$ cat config.mk
export PLATFORM = sky130hd
export DESIGN_NAME = presence_debounce_heartbeat_unit
export DESIGN_NICKNAME = d
export VERILOG_FILES = /design/src/rtl/core/pdh_pkg.sv /design/src/rtl/core/presence_debounce_heartbeat_unit.sv
export SDC_FILE = /design/constraint.sdc
export NUM_CORES = 1
export LEC_CHECK = 0
export BUFFER_PORTS_ARGS = -buffer_cell sky130_fd_sc_hd__buf_4
export CORE_MARGIN = 2
export CORE_UTILIZATION = 65
export CTS_CLUSTER_DIAMETER = 60
export CTS_CLUSTER_SIZE = 20
export DETAILED_ROUTE_END_ITERATION = 12
export PLACE_DENSITY = 0.93
export REMOVE_ABC_BUFFERS = 1
export SKIP_CTS_REPAIR_TIMING = 1
export SLEW_MARGIN = 20
export SYNTH_ARGS = -nofsm -noshare
export SYNTH_HDL_FRONTEND = slang
export SYNTH_SLANG_ARGS = --single-unit
$ cat constraint.sdc
create_clock -name i_clk -period 10.48 [get_ports i_clk]
set_input_delay 1.048 -clock i_clk [delete_from_list [all_inputs] [get_ports i_clk]]
set_output_delay 1.048 -clock i_clk [all_outputs]
set_load 0.01 [all_outputs]
$ cat src/rtl/core/pdh_pkg.sv
// Shared types and constants for the presence debounce and heartbeat unit.
`timescale 1ns / 1ps

package pdh_pkg;

    // Field widths
    localparam int DIST_IN_W  = 16;
    localparam int DIST_W     = 13;
    localparam int DWELL_W    = 24;
    localparam int SEQ_W      = 16;
    localparam int REASON_W   = 2;
    localparam int S_TDATA_W  = 24;
    localparam int M_TDATA_W  = 32;
    localparam int APB_ADDR_W = 5;
    localparam int APB_DATA_W = 32;

    // Readings at or above this distance are rejected
    localparam logic [DIST_IN_W-1:0] VALID_LIMIT_MM = 16'd8000;

    // Input kind carried on tuser
    localparam logic REQ_TICK    = 1'b0;
    localparam logic REQ_READING = 1'b1;

    // Report reasons carried on tuser
    typedef enum logic [REASON_W-1:0] {
        REASON_BOOT      = 2'd0,
        REASON_CHANGE    = 2'd1,
        REASON_HEARTBEAT = 2'd2
    } t_reason;

    // Register index (byte address / 4)
    typedef enum logic [2:0] {
        REG_MIN_DIST   = 3'd0,
        REG_MAX_DIST   = 3'd1,
        REG_OCC_DWELL  = 3'd2,
        REG_VAC_DWELL  = 3'd3,
        REG_HB_PERIOD  = 3'd4
    } t_reg_idx;

    // Register reset values
    localparam logic [DIST_W-1:0]  RST_MIN_DIST  = 13'd30;
    localparam logic [DIST_W-1:0]  RST_MAX_DIST  = 13'd1200;
    localparam logic [DWELL_W-1:0] RST_OCC_DWELL = 24'd5000;
    localparam logic [DWELL_W-1:0] RST_VAC_DWELL = 24'd30000;
    localparam logic [DWELL_W-1:0] RST_HB_PERIOD = 24'd60000;

endpackage

$ cat src/rtl/core/presence_debounce_heartbeat_unit.sv
// Presence debounce with heartbeat: top level with config registers and datapath.
`timescale 1ns / 1ps

// Usage
//   Input stream (s_axis_*): one transfer per event. tuser = 0 is a 1 ms tick,
//   tuser = 1 is a distance reading in tdata (distance, timeout flag).
//   Output stream (m_axis_*): zero or one report per input transfer, carrying
//   sequence number, occupancy and last valid distance; tuser holds the reason
//   (boot, occupancy change, heartbeat).
//   APB port: five registers at byte addresses 0x00..0x10 (window limits,
//   dwell times, heartbeat period). pready is tied high; write only when idle.
// Timing
//   An input transfer is captured in an input register, evaluated by one pass
//   of compare/increment logic once the output register is free, and the
//   report lands in the output register, which drives m_axis_tvalid.
//   Throughput is one item per cycle while the output is not stalled.
// Reset
//   Synchronous, active low. Registers return to their defaults, streaks and
//   timers clear, and the first item afterwards produces the boot report.
// Backpressure
//   A stalled output register holds its report; the input register keeps one
//   more item, after which s_axis_tready drops until the receiver takes data.
module presence_debounce_heartbeat_unit #(
    parameter int TIMER_BITS = 24
) (
    input  logic                             i_clk,
    input  logic                             i_rst_n,
    // Input stream
    input  logic                             s_axis_tvalid,
    output logic                             s_axis_tready,
    // tdata: [15:0] distance_mm, [16] sensor_timeout, [23:17] zero
    input  logic [pdh_pkg::S_TDATA_W-1:0]    s_axis_tdata,
    // tuser: [0] req_type
    input  logic [0:0]                       s_axis_tuser,
    // Output stream
    output logic                             m_axis_tvalid,
    input  logic                             m_axis_tready,
    // tdata: [15:0] report_seq, [16] occupied_now, [29:17] last_valid_mm, [31:30] zero
    output logic [pdh_pkg::M_TDATA_W-1:0]    m_axis_tdata,
    // tuser: [1:0] report_reason
    output logic [pdh_pkg::REASON_W-1:0]     m_axis_tuser,
    // Configuration port
    input  logic                             psel,
    input  logic                             penable,
    input  logic                             pwrite,
    input  logic [pdh_pkg::APB_ADDR_W-1:0]   paddr,
    input  logic [pdh_pkg::APB_DATA_W-1:0]   pwdata,
    output logic [pdh_pkg::APB_DATA_W-1:0]   prdata,
    output logic                             pready
);

    localparam int CMP_W = (TIMER_BITS > pdh_pkg::DWELL_W) ? TIMER_BITS : pdh_pkg::DWELL_W;
    localparam logic [TIMER_BITS-1:0] TIMER_MAX = {TIMER_BITS{1'b1}};

    // ---------------- configuration registers ----------------
    logic [pdh_pkg::DIST_W-1:0]  r_min_dist;
    logic [pdh_pkg::DIST_W-1:0]  r_max_dist;
    logic [pdh_pkg::DWELL_W-1:0] r_occ_dwell;
    logic [pdh_pkg::DWELL_W-1:0] r_vac_dwell;
    logic [pdh_pkg::DWELL_W-1:0] r_hb_period;
    logic                        w_cfg_wr;
    logic [2:0]                  w_cfg_idx;

    assign pready    = 1'b1;
    assign w_cfg_wr  = psel & penable & pwrite & pready;
    assign w_cfg_idx = paddr[4:2];

    always_ff @(posedge i_clk) begin
        if (!i_rst_n) begin
            r_min_dist  <= pdh_pkg::RST_MIN_DIST;
            r_max_dist  <= pdh_pkg::RST_MAX_DIST;
            r_occ_dwell <= pdh_pkg::RST_OCC_DWELL;
            r_vac_dwell <= pdh_pkg::RST_VAC_DWELL;
            r_hb_period <= pdh_pkg::RST_HB_PERIOD;
        end else if (w_cfg_wr) begin
            unique case (w_cfg_idx)
                pdh_pkg::REG_MIN_DIST:  r_min_dist  <= pwdata[pdh_pkg::DIST_W-1:0];
                pdh_pkg::REG_MAX_DIST:  r_max_dist  <= pwdata[pdh_pkg::DIST_W-1:0];
                pdh_pkg::REG_OCC_DWELL: r_occ_dwell <= pwdata[pdh_pkg::DWELL_W-1:0];
                pdh_pkg::REG_VAC_DWELL: r_vac_dwell <= pwdata[pdh_pkg::DWELL_W-1:0];
                pdh_pkg::REG_HB_PERIOD: r_hb_period <= pwdata[pdh_pkg::DWELL_W-1:0];
                default: ;  // unmapped, ignored
            endcase
        end
    end

    always_comb begin
        unique case (w_cfg_idx)
            pdh_pkg::REG_MIN_DIST:  prdata = pdh_pkg::APB_DATA_W'(r_min_dist);
            pdh_pkg::REG_MAX_DIST:  prdata = pdh_pkg::APB_DATA_W'(r_max_dist);
            pdh_pkg::REG_OCC_DWELL: prdata = pdh_pkg::APB_DATA_W'(r_occ_dwell);
            pdh_pkg::REG_VAC_DWELL: prdata = pdh_pkg::APB_DATA_W'(r_vac_dwell);
            pdh_pkg::REG_HB_PERIOD: prdata = pdh_pkg::APB_DATA_W'(r_hb_period);
            default:                prdata = '0;
        endcase
    end

    // ---------------- handshake ----------------
    logic r_in_valid;
    logic r_out_valid;
    logic w_out_free;   // output register can take a new report this cycle
    logic w_step;       // input register item is evaluated this cycle

    assign w_out_free    = !r_out_valid || m_axis_tready;
    assign w_step        = r_in_valid && w_out_free;
    assign s_axis_tready = !r_in_valid || w_out_free;

    // ---------------- input register ----------------
    logic                           r_in_type;
    logic [pdh_pkg::DIST_IN_W-1:0]  r_in_dist;
    logic                           r_in_tmo;

    always_ff @(posedge i_clk) begin
        if (!i_rst_n) begin
            r_in_valid <= 1'b0;
        end else if (s_axis_tready) begin
            r_in_valid <= s_axis_tvalid;
        end
    end

    always_ff @(posedge i_clk) begin
        if (s_axis_tready && s_axis_tvalid) begin
            r_in_type <= s_axis_tuser[0];
            r_in_dist <= s_axis_tdata[pdh_pkg::DIST_IN_W-1:0];
            r_in_tmo  <= s_axis_tdata[pdh_pkg::DIST_IN_W];
        end
    end

    // ---------------- tracker state ----------------
    logic                        r_occ;
    logic                        r_pstreak;
    logic                        r_astreak;
    logic [TIMER_BITS-1:0]       r_pelapsed;
    logic [TIMER_BITS-1:0]       r_aelapsed;
    logic [TIMER_BITS-1:0]       r_since;
    logic [pdh_pkg::SEQ_W-1:0]   r_seq;
    logic [pdh_pkg::DIST_W-1:0]  r_last_dist;
    logic                        r_boot;

    logic                        n_occ;
    logic                        n_pstreak;
    logic                        n_astreak;
    logic [TIMER_BITS-1:0]       n_pelapsed;
    logic [TIMER_BITS-1:0]       n_aelapsed;
    logic [TIMER_BITS-1:0]       n_since;
    logic [pdh_pkg::SEQ_W-1:0]   n_seq;
    logic [pdh_pkg::DIST_W-1:0]  n_last_dist;
    logic                        n_emit;
    pdh_pkg::t_reason            n_reason;

    logic w_rd_valid;
    logic w_present;
    logic w_changed;
    logic [TIMER_BITS-1:0] w_since_upd;

    assign w_rd_valid = !r_in_tmo && (r_in_dist < pdh_pkg::VALID_LIMIT_MM);
    assign w_present  = w_rd_valid
                     && (r_in_dist >= pdh_pkg::DIST_IN_W'(r_min_dist))
                     && (r_in_dist <= pdh_pkg::DIST_IN_W'(r_max_dist));

    always_comb begin
        n_occ       = r_occ;
        n_pstreak   = r_pstreak;
        n_astreak   = r_astreak;
        n_pelapsed  = r_pelapsed;
        n_aelapsed  = r_aelapsed;
        n_last_dist = r_last_dist;
        w_since_upd = r_since;
        w_changed   = 1'b0;

        if (r_in_type == pdh_pkg::REQ_TICK) begin
            // saturating timers
            if (r_pstreak && r_pelapsed != TIMER_MAX) n_pelapsed = r_pelapsed + 1'b1;
            if (r_astreak && r_aelapsed != TIMER_MAX) n_aelapsed = r_aelapsed + 1'b1;
            if (r_since != TIMER_MAX)                 w_since_upd = r_since + 1'b1;
        end else begin
            if (w_rd_valid) n_last_dist = r_in_dist[pdh_pkg::DIST_W-1:0];
            if (w_present) begin
                n_astreak  = 1'b0;
                n_aelapsed = '0;
                n_pstreak  = 1'b1;
                n_pelapsed = r_pstreak ? r_pelapsed : '0;
                if (!r_occ && CMP_W'(n_pelapsed) >= CMP_W'(r_occ_dwell)) begin
                    n_occ     = 1'b1;
                    w_changed = 1'b1;
                end
            end else begin
                n_pstreak  = 1'b0;
                n_pelapsed = '0;
                n_astreak  = 1'b1;
                n_aelapsed = r_astreak ? r_aelapsed : '0;
                if (r_occ && CMP_W'(n_aelapsed) >= CMP_W'(r_vac_dwell)) begin
                    n_occ     = 1'b0;
                    w_changed = 1'b1;
                end
            end
        end

        // report selection: boot, then change, then heartbeat
        n_emit   = 1'b1;
        n_reason = pdh_pkg::REASON_HEARTBEAT;
        if (r_boot) begin
            n_reason = pdh_pkg::REASON_BOOT;
        end else if (w_changed) begin
            n_reason = pdh_pkg::REASON_CHANGE;
        end else if (CMP_W'(w_since_upd) < CMP_W'(r_hb_period)) begin
            n_emit = 1'b0;
        end

        n_since = n_emit ? '0 : w_since_upd;
        n_seq   = n_emit ? r_seq + 1'b1 : r_seq;
    end

    always_ff @(posedge i_clk) begin
        if (!i_rst_n) begin
            r_occ       <= 1'b0;
            r_pstreak   <= 1'b0;
            r_astreak   <= 1'b0;
            r_pelapsed  <= '0;
            r_aelapsed  <= '0;
            r_since     <= '0;
            r_seq       <= '0;
            r_last_dist <= '0;
            r_boot      <= 1'b1;
        end else if (w_step) begin
            r_occ       <= n_occ;
            r_pstreak   <= n_pstreak;
            r_astreak   <= n_astreak;
            r_pelapsed  <= n_pelapsed;
            r_aelapsed  <= n_aelapsed;
            r_since     <= n_since;
            r_seq       <= n_seq;
            r_last_dist <= n_last_dist;
            r_boot      <= 1'b0;
        end
    end

    // ---------------- output register ----------------
    logic [pdh_pkg::SEQ_W-1:0]  r_out_seq;
    logic                       r_out_occ;
    logic [pdh_pkg::DIST_W-1:0] r_out_dist;
    pdh_pkg::t_reason           r_out_reason;

    always_ff @(posedge i_clk) begin
        if (!i_rst_n) begin
            r_out_valid <= 1'b0;
        end else if (w_step) begin
            r_out_valid <= n_emit;
        end else if (m_axis_tready) begin
            r_out_valid <= 1'b0;
        end
    end

    always_ff @(posedge i_clk) begin
        if (w_step && n_emit) begin
            r_out_seq    <= r_seq;
            r_out_occ    <= n_occ;
            r_out_dist   <= n_last_dist;
            r_out_reason <= n_reason;
        end
    end

    assign m_axis_tvalid = r_out_valid;
    assign m_axis_tdata  = {2'b00, r_out_dist, r_out_occ, r_out_seq};
    assign m_axis_tuser  = r_out_reason;

endmodule

==> results.py <==
metrics = {
    "power_and_ir_drop": {
        "power_density_mw_per_mm2": 125.4,
        "vdd_drop_max_v": 0.00009487,
        "power_mw": 1.987,
        "p_leak_nw": 6.146,
    },
    "routing": {
        "vias": 13271,
        "dr.pass1.iters": 8,
        "viasPerCell": 6.386,
        "drtIter0Drc": 1411,
        "ant_nets": 0,
        "routed_wl_microns": 39140,
        "wl_per_cell_microns": 18.83,
        "route.detailed.drc": 0,
    },
    "yosys": {
        "ys_seq_area_share_pct": 39.07,
        "synth_top_area_cell": "dfxtp_1",
        "synth.distinct_cells": 72,
        "postSynthAreaPerCell_sq_um": 8.222,
        "synthTopCellsByArea": "dfxtp_1 (29%), edfxtp_1 (10%), ha_1 (8.8%)",
        "synth-edff-count": 50,
        "synthArstFlopShare_pct": 0,
        "syn_inst": 1745,
        "yosysTopAreaCellShare_pct": 28.60,
        "synthesis.area_sq_mm": 0.01435,
        "ys_ff_latch": 255,
        "yosys_warnings": 0,
        "synthFlopType": "dfxtp_1",
    },
    "cts": {
        "ctsLongestPathBuffers": 3,
        "htreeDepth": 1,
        "insertion_delay_ns": 0.52,
        "cts_inserted_buffers": 20,
        "clk_pin_slew_worst_paths_ns": 0.08,
        "tritoncts": "yes",
        "cts_root_buf": "clkbuf_16",
        "cts_sinks": 255,
    },
    "floorplanning": {
        "die_h_microns": 152.6,
        "rows": 54,
        "ios": 138,
        "core_area_sq_mm": 0.02176,
        "start_util_pct": 65.95,
        "fp.dieW_microns": 152.6,
        "die_area_sq_mm": 0.02328,
    },
    "sta": {
        "max_freq_mhz": 182.7,
        "hold_viol_final": 0,
        "final.min_clock_period_ns": 5.472,
        "tightestPinTransition_ns": 1.013,
        "fin_crit_sh_pct": 52.22,
        "slew_headroom_pct": 32.44,
        "finalSetupTns_ns": 0,
        "setup_violations": 0,
        "finalClockSkew_ns": 0.01653,
        "slew_viol_final": 0,
        "rsz0062_at_grt": "false",
    },
    "layout": {
        "syn2layout_area_growth_pct": 10.44,
        "antenna_cells": 0,
        "drive_gt1_share_pct": 11.18,
        "post-route-util_pct": 72.83,
        "num-fill-cells": 1522,
        "fin_nets": 1954,
    },
    "critical_path": {
        "cp.required_ns": 10.65,
        "cp.arrival_ns": 5.64,
        "r2r_end": "r_out_dist[3]$_DFFE_PP_",
        "reg2reg_from": "r_since[0]$_SDFFE_PN0P_",
        "r2r_slack_ns": 5.01,
        "worst_setup_path_start_kind": "register",
        "r2r_cells": 15,
        "setup.worst_path.class": "reg -> reg",
        "cp_max_fo": 32,
        "endpoint_kind": "register",
    },
    "global_route": {
        "grt_pass1_wl_microns": 62530,
        "globalRouteOverflowTotal": 0,
        "antenna_found_initial": 0,
        "grt_pass1_vias": 12750,
        "grt_usage_pct": 32.05,
        "grt_max_degree": 87,
    },
    "placement": {
        "portBuffers": 109,
        "gp_congestion": 0.9844,
        "dp_hpwl_microns": 27430,
    },
    "min_path": {
        "holdCritStartpoint": "r_seq[14]$_SDFFE_PN0P_",
        "min_path_cells": 0,
        "worstHoldEndpoint": "r_out_seq[14]$_DFFE_PP_",
        "hold_class": "reg -> reg",
    },
    "status": {
        "status": "complete, no violations",
    },
    "run": {
        "maxCapViolations": 0,
    },
}
==> report_power, final <==
group	internal [mW]	switching, mW
logic	0.0570	0.103
clock network	0.407	0.388
registers	1.02	0.0132
==> cell families after synthesis <==
kind of cell / Yosys count / share of synthesized area, %
compound gates: 392 / 17.17
other cells: 2 / 0.05234
buf+inv: 227 / 6.488
fa+ha+maj: 101 / 8.808
flops: 255 / 39.07
mux: 64 / 4.666
simple gates: 682 / 22.40
xor+xnor: 22 / 1.343
==> cells in the final DEF, fill, tap and decap left out, drive strengths merged, types with 63 or more instances in the layout <==
cell	synthesis	layout
nor2	114	114
a21oi	157	157
inv	113	117
nand2	283	283
ha	101	101
dfxtp	205	205
o21ai	72	72
and2	63	63
buf	34	122
==> critical path, cell delays in order, from the launching register on <==
cell,delay [ns]
dfxtp_1,0.47
ha_1,0.30
nand4_1,0.12
nor4_1,0.53
nor3b_1,0.73
nand3_1,0.18
xnor2_1,0.31
ha_1,0.31
and4_1,0.21
a221o_1,0.31
a221oi_1,0.30
a21boi_1,0.25
o31ai_2,0.09
buf_4,0.23
o21ai_1,0.38
inv_2,0.39
==> through the flow <==
stage	setup slack [ns]	hold WS, ns	cell area [sq um]	instances
4_1_cts	4.752	0.4666	15830	2078
3_3_place_gp	4.953	0.4338	15150	2042
6_report	5.008	0.4674	15850	2078
5_1_grt	4.697	0.4941	15850	2078
3_5_place_dp	4.813	0.4469	15150	2042
2_1_floorplan	5.720	0.4213	13870	1640
==> how the worst max path moves through the flow <==
stage / startpoint / end / slack (ns)
final: r_since[0]$_SDFFE_PN0P_ / r_out_dist[3]$_DFFE_PP_ / 5.01
after CTS: r_since[0]$_SDFFE_PN0P_ / r_out_dist[0]$_DFFE_PP_ / 4.75
after floorplan: r_since[0]$_SDFFE_PN0P_ / m_axis_tuser[0]$_SDFFCE_PP0P_ / 5.72
after global placement: r_since[0]$_SDFFE_PN0P_ / m_axis_tuser[0]$_SDFFCE_PP0P_ / 4.95
after global routing: r_since[0]$_SDFFE_PN0P_ / r_out_dist[3]$_DFFE_PP_ / 4.70
after detailed placement: r_since[0]$_SDFFE_PN0P_ / r_out_dist[0]$_DFFE_PP_ / 4.81
==> layer usage <==
layer / vias up / GRT usage [%] / wire length (microns)
met1: 6164 / 38.66 / 14600
met2: 739 / 55.73 / 19060
met3: 172 / 5.546 / 3519
li1: 6196 / - / -
met5: - / 0 / 0
met4: 0 / 15.04 / 1955
==> cell type report <==
class / instances / area [sq um] / area share, %
inverters: 113 / 426.7 / 2.693
clock inverters: 12 / 137.6 / 0.8686
flip-flops and latches: 255 / 5605 / 35.38
multi-input cells: 1272 / 7873 / 49.68
clock buffers: 24 / 536.8 / 3.388
well taps: 280 / 350.3 / 2.211
repair buffers: 122 / 915.9 / 5.780
==> flip-flops by register name, summed over array words and instances (netlist names), 16 cells and up <==
| name | flops |
|---|---|
| r_since | 24 |
| r_seq | 16 |
| r_out_seq | 16 |
| r_vac_dwell | 24 |
| r_hb_period | 24 |
| r_in_dist | 16 |
| r_occ_dwell | 24 |
| r_pelapsed | 24 |
| r_aelapsed | 24 |
==> cell usage after synthesis (4+ instances only) <==
cell / instances
or2_2: 5
o221ai_1: 4
buf_1: 7
or4_1: 5
nor2b_1: 7
xnor2_1: 14
and3_1: 18
buf_4: 13
mux2_2: 13
o211ai_1: 35
a31oi_1: 14
mux2i_1: 50
nand4_1: 35
o22ai_1: 16
a211o_1: 8
ha_1: 101
or3_1: 21
nand2_1: 283
buf_2: 12
a311oi_1: 5
nor4_1: 8
a21o_1: 10
nor3_1: 46
a21oi_1: 155
o21ai_1: 10
dfxtp_1: 205
o21a_1: 5
a211oi_1: 21
o21ai_0: 61
inv_1: 112
xor2_1: 8
and2_1: 62
nor2_1: 114
and4_1: 5
nand3b_1: 4
o221a_2: 4
nand3_1: 42
a41oi_1: 6
edfxtp_1: 50
a31o_2: 5
clkbuf_1: 80
nand2b_1: 16
Power figures use the tool's default switching activity.
